`src/rtl/tfps_pkg.sv`:
```
// ----------------------------------------------------------------------------
// tfps_pkg
// shared constants for the pursuit steering block
// ----------------------------------------------------------------------------
package tfps_pkg;

    localparam int TABLE_LEN = 24;
    localparam int VW        = 40;

    localparam logic signed [VW-1:0] GAIN_INV  = VW'(636751);
    localparam logic signed [VW-1:0] HALF_PI   = VW'(1647099);
    localparam logic signed [VW-1:0] PI_Q      = VW'(3294199);
    localparam int                   STEER_LIM = 2000;
    localparam logic [9:0]           BRAKE_CLOSE = 10'd1000;
    localparam logic [9:0]           BRAKE_LOST  = 10'd1;

    localparam logic [7:0] KEY_J_LO = 8'h6a;
    localparam logic [7:0] KEY_J_UP = 8'h4a;
    localparam logic [7:0] KEY_Q_LO = 8'h71;
    localparam logic [7:0] KEY_Q_UP = 8'h51;

    localparam logic [1:0] MODE_NONE     = 2'd0;
    localparam logic [1:0] MODE_JOYSTICK = 2'd1;
    localparam logic [1:0] MODE_SHUTDOWN = 2'd2;

    localparam logic [1:0] REG_MIN_DIST = 2'd0;
    localparam logic [1:0] REG_GAIN     = 2'd1;
    localparam logic [1:0] REG_WBASE    = 2'd2;
    localparam logic [1:0] REG_SCALE    = 2'd3;

    function automatic logic signed [VW-1:0] atan_lut(input logic [4:0] i);
        logic signed [VW-1:0] r;
        unique case (i)
            5'd0: r = VW'(823550);
            5'd1: r = VW'(486170);
            5'd2: r = VW'(256879);
            5'd3: r = VW'(130396);
            5'd4: r = VW'(65451);
            5'd5: r = VW'(32757);
            5'd6: r = VW'(16383);
            5'd7: r = VW'(8192);
            5'd8: r = VW'(4096);
            5'd9: r = VW'(2048);
            5'd10: r = VW'(1024);
            5'd11: r = VW'(512);
            5'd12: r = VW'(256);
            5'd13: r = VW'(128);
            5'd14: r = VW'(64);
            5'd15: r = VW'(32);
            5'd16: r = VW'(16);
            5'd17: r = VW'(8);
            5'd18: r = VW'(4);
            5'd19: r = VW'(2);
            5'd20: r = VW'(1);
            default: r = '0;
        endcase
        return r;
    endfunction

endpackage

```
`src/rtl/tfps_cordic.sv`:
```
// ----------------------------------------------------------------------------
// tfps_cordic
// shared cordic unit, one micro-rotation per cycle, rotation or vectoring
// ----------------------------------------------------------------------------
module tfps_cordic
    import tfps_pkg::*;
#(
    parameter int CORDIC_STEPS = 16
)
(
    input  logic                 clk,
    input  logic                 rst_n,
    input  logic                 start,
    input  logic                 vectoring,
    input  logic signed [VW-1:0] x_in,
    input  logic signed [VW-1:0] y_in,
    input  logic signed [VW-1:0] z_in,
    output logic                 done,
    output logic signed [VW-1:0] y_out,
    output logic signed [VW-1:0] z_out
);

    localparam int STEPS = (CORDIC_STEPS < TABLE_LEN) ? CORDIC_STEPS : TABLE_LEN;

    logic                 busy_reg;
    logic                 vec_reg;
    logic [4:0]           step_reg;
    logic signed [VW-1:0] x_reg, y_reg, z_reg;
    logic                 dir_neg;
    logic signed [VW-1:0] dx, dy, at;

    assign dir_neg = vec_reg ? ~y_reg[VW-1] : z_reg[VW-1];
    assign dx = y_reg >>> step_reg;
    assign dy = x_reg >>> step_reg;
    assign at = atan_lut(step_reg);
    assign y_out = y_reg;
    assign z_out = z_reg;

    always_ff @(posedge clk or negedge rst_n)
    begin
        if (!rst_n)
        begin
            busy_reg <= 1'b0;
            done     <= 1'b0;
            step_reg <= '0;
        end
        else
        begin
            done <= 1'b0;
            if (start)
            begin
                busy_reg <= 1'b1;
                vec_reg  <= vectoring;
                step_reg <= '0;
                x_reg    <= x_in;
                y_reg    <= y_in;
                z_reg    <= z_in;
            end
            else if (busy_reg)
            begin
                // vectoring: y>=0 rotates down
                if (dir_neg)
                begin
                    x_reg <= x_reg + dx;
                    y_reg <= y_reg - dy;
                    z_reg <= z_reg + at;
                end
                else
                begin
                    x_reg <= x_reg - dx;
                    y_reg <= y_reg + dy;
                    z_reg <= z_reg - at;
                end
                if (vec_reg)
                begin
                    if (dir_neg)
                        z_reg <= z_reg + at;
                    else
                        z_reg <= z_reg - at;
                end
                if (step_reg == 5'(STEPS - 1))
                begin
                    busy_reg <= 1'b0;
                    done     <= 1'b1;
                end
                step_reg <= step_reg + 5'd1;
            end
        end
    end

endmodule

```
`src/rtl/target_follow_pursuit_steer_top.sv`:
```
// ----------------------------------------------------------------------------
// target_follow_pursuit_steer_top
// pure pursuit steering, brake and speed from one tracking report
// ----------------------------------------------------------------------------
// channel  dir  fields
// s_axis   in   tdata: target_distance[15:0] target_bearing[31:16] key_code[39:32]
//               tuser: target_valid
// m_axis   out  tdata: brake_level[9:0] speed_level[25:10]
//               steer_position[37:26] mode_request[39:38]
// cfg      in   cfg_index selects register, cfg_data value
// a tracked request runs the shared cordic unit once for the sine and once for
// the arctangent, the second run skipped when wheelbase times distance is zero;
// a lost-target request bypasses the cordic unit
// reset clears last steer and registers to defaults
// s_axis_tready is low while a request is in work or its result waits
// ----------------------------------------------------------------------------
module target_follow_pursuit_steer_top
    import tfps_pkg::*;
#(
    parameter int CORDIC_STEPS = 16
)
(
    input  logic        clk,
    input  logic        rst_n,
    input  logic        s_axis_tvalid,
    output logic        s_axis_tready,
    input  logic [39:0] s_axis_tdata,   // target_distance, target_bearing, key_code
    input  logic        s_axis_tuser,   // target_valid
    output logic        m_axis_tvalid,
    input  logic        m_axis_tready,
    output logic [39:0] m_axis_tdata,   // brake_level, speed_level, steer_position, mode_request
    input  logic        cfg_valid,
    output logic        cfg_ready,
    input  logic [1:0]  cfg_index,
    input  logic [15:0] cfg_data
);

    typedef enum logic [2:0] {S_IDLE, S_SIN, S_SWAIT, S_ATAN, S_AWAIT, S_MUL, S_OUT} state_t;

    state_t state_reg;
    logic [15:0] min_reg, gain_reg, wb_reg;
    logic [11:0] scale_reg;
    logic signed [11:0] last_reg;
    logic        valid_reg;
    logic [15:0] dist_reg;
    logic signed [VW-1:0] ang_reg, sin_reg, theta_reg;
    logic [31:0] div_reg;
    logic [9:0]  brake_reg;
    logic [15:0] speed_reg;
    logic [1:0]  mode_reg;
    logic        c_start, c_vec, c_done;
    logic signed [VW-1:0] c_x, c_y, c_z, c_yo, c_zo;
    logic signed [VW-1:0] bang, ang_fold;
    logic [31:0] spd_prod;
    logic signed [VW+13:0] p_full;
    logic signed [VW+13:0] p_sh;
    logic signed [11:0] p_clip;
    logic [1:0] mode_c;

    assign cfg_ready = 1'b1;
    assign s_axis_tready = (state_reg == S_IDLE) && !m_axis_tvalid;

    assign bang = VW'($signed(s_axis_tdata[31:16])) <<< 7;
    always_comb
    begin
        if (bang > HALF_PI)
            ang_fold = PI_Q - bang;
        else if (bang < -HALF_PI)
            ang_fold = -PI_Q - bang;
        else
            ang_fold = bang;
    end

    always_comb
    begin
        priority if (s_axis_tdata[39:32] == KEY_J_LO || s_axis_tdata[39:32] == KEY_J_UP)
            mode_c = MODE_JOYSTICK;
        else if (s_axis_tdata[39:32] == KEY_Q_LO || s_axis_tdata[39:32] == KEY_Q_UP)
            mode_c = MODE_SHUTDOWN;
        else
            mode_c = MODE_NONE;
    end

    assign c_start = (state_reg == S_SIN) || (state_reg == S_ATAN);
    assign c_vec = (state_reg == S_ATAN);
    assign c_x = (state_reg == S_ATAN) ? $signed({4'd0, div_reg, 4'd0}) : GAIN_INV;
    assign c_y = (state_reg == S_ATAN) ? (sin_reg <<< 1) : '0;
    assign c_z = (state_reg == S_ATAN) ? '0 : ang_reg;

    tfps_cordic #(.CORDIC_STEPS(CORDIC_STEPS)) u_cordic (
        .clk(clk), .rst_n(rst_n), .start(c_start), .vectoring(c_vec),
        .x_in(c_x), .y_in(c_y), .z_in(c_z), .done(c_done),
        .y_out(c_yo), .z_out(c_zo)
    );

    assign spd_prod = 32'(dist_reg - min_reg) * 32'(gain_reg);
    assign p_full = $signed({2'b0, scale_reg}) * theta_reg + (VW+14)'(524288);
    assign p_sh = p_full >>> 20;
    assign p_clip = (p_sh > STEER_LIM) ? 12'sd2000 :
                    (p_sh < -STEER_LIM) ? -12'sd2000 : p_sh[11:0];

    always_ff @(posedge clk or negedge rst_n)
    begin
        if (!rst_n)
        begin
            state_reg     <= S_IDLE;
            m_axis_tvalid <= 1'b0;
            min_reg       <= 16'd512;
            gain_reg      <= 16'd256;
            wb_reg        <= 16'd512;
            scale_reg     <= 12'd1273;
            last_reg      <= '0;
        end
        else
        begin
            if (cfg_valid)
            begin
                unique case (cfg_index)
                    REG_MIN_DIST: min_reg   <= cfg_data;
                    REG_GAIN:     gain_reg  <= cfg_data;
                    REG_WBASE:    wb_reg    <= cfg_data;
                    REG_SCALE:    scale_reg <= cfg_data[11:0];
                endcase
            end
            if (m_axis_tvalid && m_axis_tready)
                m_axis_tvalid <= 1'b0;
            unique case (state_reg)
                S_IDLE:
                begin
                    if (s_axis_tvalid && s_axis_tready)
                    begin
                        valid_reg <= s_axis_tuser;
                        dist_reg  <= s_axis_tdata[15:0];
                        mode_reg  <= mode_c;
                        ang_reg   <= ang_fold;
                        div_reg   <= 32'(wb_reg) * 32'(s_axis_tdata[15:0]);
                        state_reg <= s_axis_tuser ? S_SIN : S_OUT;
                    end
                end
                S_SIN: state_reg <= S_SWAIT;
                S_SWAIT:
                begin
                    if (c_done)
                    begin
                        sin_reg <= c_yo;
                        if (div_reg == '0)
                        begin
                            theta_reg <= (c_yo > 0) ? HALF_PI :
                                         (c_yo < 0) ? -HALF_PI : '0;
                            state_reg <= S_MUL;
                        end
                        else
                            state_reg <= S_ATAN;
                    end
                    if (dist_reg < min_reg)
                    begin
                        brake_reg <= BRAKE_CLOSE;
                        speed_reg <= '0;
                    end
                    else
                    begin
                        brake_reg <= '0;
                        speed_reg <= (spd_prod[31:24] != 8'd0) ? 16'hffff : spd_prod[23:8];
                    end
                end
                S_ATAN: state_reg <= S_AWAIT;
                S_AWAIT:
                begin
                    if (c_done)
                    begin
                        theta_reg <= c_zo;
                        state_reg <= S_MUL;
                    end
                end
                S_MUL:
                begin
                    last_reg  <= p_clip;
                    state_reg <= S_OUT;
                end
                S_OUT:
                begin
                    if (!valid_reg)
                    begin
                        brake_reg <= BRAKE_LOST;
                        speed_reg <= '0;
                    end
                    m_axis_tvalid <= 1'b1;
                    state_reg     <= S_IDLE;
                end
                default: state_reg <= S_IDLE;
            endcase
        end
    end

    assign m_axis_tdata = {mode_reg, last_reg, speed_reg, brake_reg};

    a_no_accept_busy: assert property (@(posedge clk) disable iff (!rst_n)
        (state_reg != S_IDLE) |-> !s_axis_tready)
        else $error("accept while busy");
    a_out_hold: assert property (@(posedge clk) disable iff (!rst_n)
        (m_axis_tvalid && !m_axis_tready) |=> m_axis_tvalid && $stable(m_axis_tdata))
        else $error("result lost");
    a_steer_lim: assert property (@(posedge clk) disable iff (!rst_n)
        (last_reg <= 12'sd2000) && (last_reg >= -12'sd2000))
        else $error("steer out of range");

endmodule

```
`config.mk`:
```
export PLATFORM = sky130hd
export DESIGN_NAME = target_follow_pursuit_steer_top
export DESIGN_NICKNAME = d
export VERILOG_FILES = /design/src/rtl/tfps_pkg.sv /design/src/rtl/tfps_cordic.sv /design/src/rtl/target_follow_pursuit_steer_top.sv
export SDC_FILE = /design/constraint.sdc
export NUM_CORES = 2
export LEC_CHECK = 0
export CAP_MARGIN = 10
export CORE_ASPECT_RATIO = 1.5
export CORE_MARGIN = 2
export CORE_UTILIZATION = 60
export CTS_CLUSTER_SIZE = 10
export DETAILED_ROUTE_END_ITERATION = 8
export DONT_BUFFER_PORTS = 1
export HOLD_SLACK_MARGIN = 0.08
export PLACE_DENSITY = 0.76
export SLEW_MARGIN = 10
export SYNTH_ARGS = -nofsm -noshare
export SYNTH_HDL_FRONTEND = slang
export SYNTH_SLANG_ARGS = --single-unit
export TNS_END_PERCENT = 1
```
`constraint.sdc`:
```
create_clock -name clk -period 11.4 [get_ports clk]
set_input_delay 2.28 -clock clk [delete_from_list [all_inputs] [get_ports clk]]
set_output_delay 2.28 -clock clk [all_outputs]
set_load 0.01 [all_outputs]
```
### Word-level counts from Yosys, hierarchy flattened

Memory sizes are Yosys's and may differ from the RTL's.
Index checks and enable logic that the tools add are counted.

* register bits: 400
* word-level logic and storage cells: 140
* ROM bits: 640
* memories: 1
* input bits: 64
* output and inout port bits: 43

* $lt $le $gt $ge: 7
* reductions and logical operators: 26
* $add $sub $neg: 11
* multiplexer cells: 47
* shifts and indexed selects: 2
* multiply operators: 3
* bitwise logic cells: 1
* eq/ne operators: 19

Memories
* (name not given): depth 32, width 20, read ports 1, clocked after memory_dff 0, wr ports 0, RTL line tfps_pkg.sv:33 `unique case (i)`

Operators with widths (count)
* two-way mux 40 bit: 18
* adder 40 bit: 3
* subtractor 40 bit: 3
* one-hot mux 40 bit (2 select lines): 1
* >>> shifter 40 x 5 -> 40 bit: 2
* adder 53 x 21 -> 54 bit (second input constant): 1
* multiplier 13 x 40 -> 53 bit: 1
* two-way mux 16 bit: 3
* subtractor 23 x 23 -> 24 bit (first input constant): 2
* greater-than comparator 40 x 1 -> 1 bit (second input constant): 1
* < comparator 40 x 1 -> 1 bit (second input constant): 1
* two-way mux 36 bit: 1
* greater-than comparator 34 x 12 -> 1 bit (second input constant): 1
* < comparator 34 x 12 -> 1 bit (second input constant): 1
* == test 8 x 7 -> 1 bit (second input constant): 4
* logical NOT 32 bit: 1
* multiplier 16 x 16 -> 32 bit: 1
* multiplier 17 x 17 -> 32 bit: 1
* one-hot mux 16 bit (2 select lines): 1
* two-way mux 12 bit: 2
* greater-than comparator 23 x 22 -> 1 bit (second input constant): 1
* < comparator 23 x 22 -> 1 bit (second input constant): 1
* two-way mux 10 bit: 2
* one-hot mux 10 bit (2 select lines): 1
* other kinds (27): 62

### Logic depth before layout (Yosys ltp)

* depth in word-level cells: 6
* gate-level depth with buffers: 38
* depth with buffers taken out: 37

### By module

Synthesis repeated with hierarchy kept, for this count alone.

* cells, all modules: 6946
* area total of the unflattened synthesis: 64551.9 um^2

By module, submodules not included
* target_follow_pursuit_steer_top: area an instance 44875.5 um^2, sequential area each 6959.2 um^2, cells an instance 4658, instances 1
* tfps_cordic: area an instance 19676.4 um^2, sequential area each 3808.7 um^2, cells an instance 2288, instances 1

### Least setup slack after synthesis

Ideal clock, no wire load.

* kind: register to register
* from: register dist_reg[1]
* to: register speed_reg[4], data pin
* library setup time: 0.273 ns
* buffers on the path: 2
* period minus slack after synthesis: 9.626 ns
* arrival: 9.353 ns
* cell stages (with the launch flop): 37
* slack: 1.774 ns
* required time: 11.127 ns
* cells stage by stage: edfxtp_1 ha_1 nor2b_1 o21ai_0 a21boi_0 o21ai_0 a21boi_0 o21ai_0 a21boi_0 o21ai_0 nor2b_1 xnor2_1 clkbuf_1 and2_1 fa_1 inv_1 fa_1 fa_1 inv_1 fa_1 fa_1 inv_1 fa_1 inv_1 ha_1 and3_1 a221o_1 a31oi_1 o32ai_1 a221o_1 a211oi_1 nand2_1 a311oi_1 o21ai_0 a2111oi_1 clkbuf_1 a21oi_1

* longest elaborated chain between the ends: 6
* elaborated cells on any way between the ends: 7
* those cells by class: add/sub (1); mul (1); order compare (1); mux (3); reduce/logical (1)

RTL lines
* start: declaration: RTL line target_follow_pursuit_steer_top.sv:45 `logic [15:0] dist_reg;`
* start signal: assignment: RTL line target_follow_pursuit_steer_top.sv:133 `dist_reg <= s_axis_tdata[15:0];`
* subtractor 16 x 16 -> 17 bit: RTL line target_follow_pursuit_steer_top.sv:96 `assign spd_prod = 32'(dist_reg - min_reg) * 32'(gain_reg);`
* multiplier 17 x 17 -> 32 bit: RTL line target_follow_pursuit_steer_top.sv:96
* nonzero test 8 bit: RTL line target_follow_pursuit_steer_top.sv:163 `speed_reg <= (spd_prod[31:24] != 8'd0) ? 16'hffff : spd_prod[23:8];`
* two-way mux 16 bit: RTL line target_follow_pursuit_steer_top.sv:163
* two-way mux 16 bit *: RTL line target_follow_pursuit_steer_top.sv:155 `if (dist_reg < min_reg)`
* one-hot mux 16 bit (2 select lines) *: RTL line target_follow_pursuit_steer_top.sv:127 `unique case (state_reg)`
* end signal: assignment: RTL line target_follow_pursuit_steer_top.sv:163
* end: declaration: RTL line target_follow_pursuit_steer_top.sv:49 `logic [15:0] speed_reg;`

Mark *: on every way between the ends. The rest lies on a longest branch, timed or not.
A chain may end at the register's enable or synchronous reset.

### Final worst setup path

* from: register dist_reg[1]
* to: register speed_reg[3], data pin

The elaborated chain is that of the path after synthesis.

==> metrics.yaml <==
crit_slowest_cell: "xnor2_1"
ys_ff_latch: 372
hp-class: "flip-flop to flip-flop"
rsz0062_at_grt: "false"
seq_area_frac_synth_pct: 17.2
crit_fanout: 16
clk_latency_ps: 630
hold_viol_final: 0
yosysTopAreaCell: "fa_1"
core_area_mm2: 0.104
setup_viol: 0
regArea_mm2: 0.0108
nFillCells: 8536
timing.rr.start: "dist_reg[1]"
ys_top_cells_by_area: "fa_1, edfxtp_1, ha_1, inv_1, nand2_1"
drive_gt1_share_pct: 5.83
crit_path_start_kind: "flip-flop"
r2r_setup_slack_ps: 1190
overflow: 0
crit_path_frequent_cell: "fa_1"
hold-path-cell-count: 1
synth_cells: 6680
die_w_um: 268
fmax_mhz: 98.0
finalMaxSlewViolations: 0
synth_edf_count: 289
antenna_found_initial: 6
drtPass1Iterations: 6
routed_wl_um: 163000
drt-initial-drc-count: 3230
path_class: "flip-flop to flip-flop"
ctsHoldBuffers: 0
worstPathRequired_ps: 11750
cp_slowest_stage_delay_ps: 560
placementRows: 145
io_buffers: 0
cts_tree: "yes"
min_period_over_period_pct: 89.5
post_cts_buffers: 0
status: "completed"
h-tree-depth: 2
ys.warnings.count: 0
clock_skew_ps: 40.6
tns_ps: 0
stdcell_count: 7888
path_clk_slew_ps: 60
period_needed_ps: 10210
max_cap_violations: 0
cp_data_arrival_time_ps: 10560
synthFlopType: "edfxtp_1"
grt_start_max_net_pins: 100
clockRootBuffer: "clkbuf_16"
dp_hpwl_um: 127000
nets: 7896
hold_end: "scale_reg[1]"
clock_path_buffers: 3
drc: 0
cts_buffers: 46
avgSynthCellArea_um2: 9.40
syn_to_final_growth_pct: 3.61
grt_use_met1_pct: 35.4
grt_pass1_wl_um: 263000
track_usage_pct: 31.2
async_flop_share_pct: 22.3
wl_per_cell_um: 20.7
initial_utilization_pct: 60.4
ys_types: 97
relSlewSlack_pct: 23.3
grt_pass1_vias: 50300
die_h_um: 400
drtAntennaViolNets: 0
grt_busiest_layer: "met2"
multi_input_area_mm2: 0.0470
finalWeightedCongestion: 0.966
vias: 47800
use_met3_pct: 4.51
r2r_cells: 35
holdCritStartpoint: "scale_reg[1]"
routed_via_density: 6.06
cts_resized: 0
syn_area_mm2: 0.0628
tightest_slew_ps: 1150
placed_cells: 7808
cts.sinks: 372
r2r-end: "speed_reg[3]"
synth_top_area_share_pct: 28.2
die_area_mm2: 0.107
endpoint_kind: "flip-flop"
grt_use_met2_pct: 55.6
pin_count: 107
logic make-up after synthesis:
| family | share of synthesized area [%] |
|---|---|
| flops | 17.2 |
| fa+ha+maj | 37.9 |
| mux | 6.50 |
| other cells | 0.0120 |
| xor+xnor | 4.13 |
| simple gates | 15.6 |
| buf+inv | 8.18 |
| compound gates | 10.5 |
critical path: cells and delay by family (launching register included):
family	cells	cell delay [ps]
AO/OA/AOI/OAI	16	4140
adder cells (fa/ha/maj)	8	3440
AND/OR/NAND/NOR	5	860
XOR/XNOR	1	560
buffers and inverters	5	520
flip-flops	1	420
layer usage:
| layer | vias up | routed length [um] |
|---|---|---|
| li1 | 21500 | - |
| met5 | - | 66 |
| met4 | 4 | 11100 |
| met2 | 1685 | 83900 |
| met3 | 559 | 9950 |
| met1 | 24000 | 58100 |
layout make-up:
class,instances,share of cell area (%)
Inverter,1008,5.82
Tap cell,1396,2.69
Multi-Input combinational cell,4984,72.2
Clock inverter,9,0.179
Sequential cell,372,16.6
Timing Repair Buffer,48,0.554
Clock buffer,68,1.96
Antenna cell,3,0.0115
placed cells by master (no fill, tap or decap), drive strengths merged, types with 11 or more instances in the layout:
| master | synthesis | final |
|---|---|---|
| and3 | 32 | 32 |
| mux2i | 56 | 56 |
| a211o | 12 | 12 |
| o21a | 53 | 53 |
| nor3 | 70 | 70 |
| o21bai | 19 | 19 |
| nor4 | 35 | 35 |
| a31oi | 36 | 36 |
| nor2b | 48 | 48 |
| mux4 | 119 | 119 |
| or3 | 20 | 20 |
| clkbuf | 266 | 68 |
| nand2b | 32 | 32 |
| a21o | 126 | 126 |
| o211ai | 13 | 13 |
| mux2 | 74 | 74 |
| a211oi | 35 | 35 |
| a21oi | 305 | 305 |
| buf | 52 | 48 |
| o21ai | 288 | 288 |
| a2111oi | 19 | 19 |
| inv | 1008 | 1011 |
| and2 | 480 | 480 |
| xor2 | 114 | 114 |
| o31ai | 26 | 26 |
| xnor2 | 182 | 182 |
| nand4 | 28 | 28 |
| nand3 | 63 | 63 |
| edfxtp | 289 | 289 |
| fa | 884 | 884 |
| ha | 488 | 488 |
| nand2 | 878 | 878 |
| a22o | 12 | 12 |
| dfrtp | 73 | 73 |
| nor2 | 235 | 235 |
| or2 | 23 | 23 |
| a21boi | 11 | 11 |
metrics by stage:
step	hold slack, ps	cell area [um2]	util [%]	setup WS [ps]
final	507	65000	62.6	1190
after floorplan	469	62800	-	1770
after global placement	489	63600	61.2	1280
after detailed placement	496	63600	61.2	1150
after CTS	508	65000	62.6	1110
after global routing	515	65000	62.6	416
synth_stat cells (all sizes together) (114+ instances only):
| master | instances |
|---|---|
| a21o | 126 |
| nand2 | 878 |
| inv | 1008 |
| xnor2 | 182 |
| xor2 | 114 |
| ha | 488 |
| o21ai | 288 |
| edfxtp | 289 |
| clkbuf | 266 |
| a21oi | 305 |
| mux4 | 119 |
| nor2 | 235 |
| fa | 884 |
| and2 | 480 |
worst max-delay path by stage:
stage,start,endpoint,depth (start not counted)
final,dist_reg[1],speed_reg[3],35
after floorplan,dist_reg[1],speed_reg[4],36
after detailed placement,min_reg[1],speed_reg[8],38
after CTS,min_reg[1],speed_reg[3],38
after global routing,min_reg[1],speed_reg[1],38
after global placement,min_reg[1],speed_reg[5],38
Power is left out: the tool's default activity adds up to more than one toggle a clock period on the data nets, which glitch-free logic cannot reach.
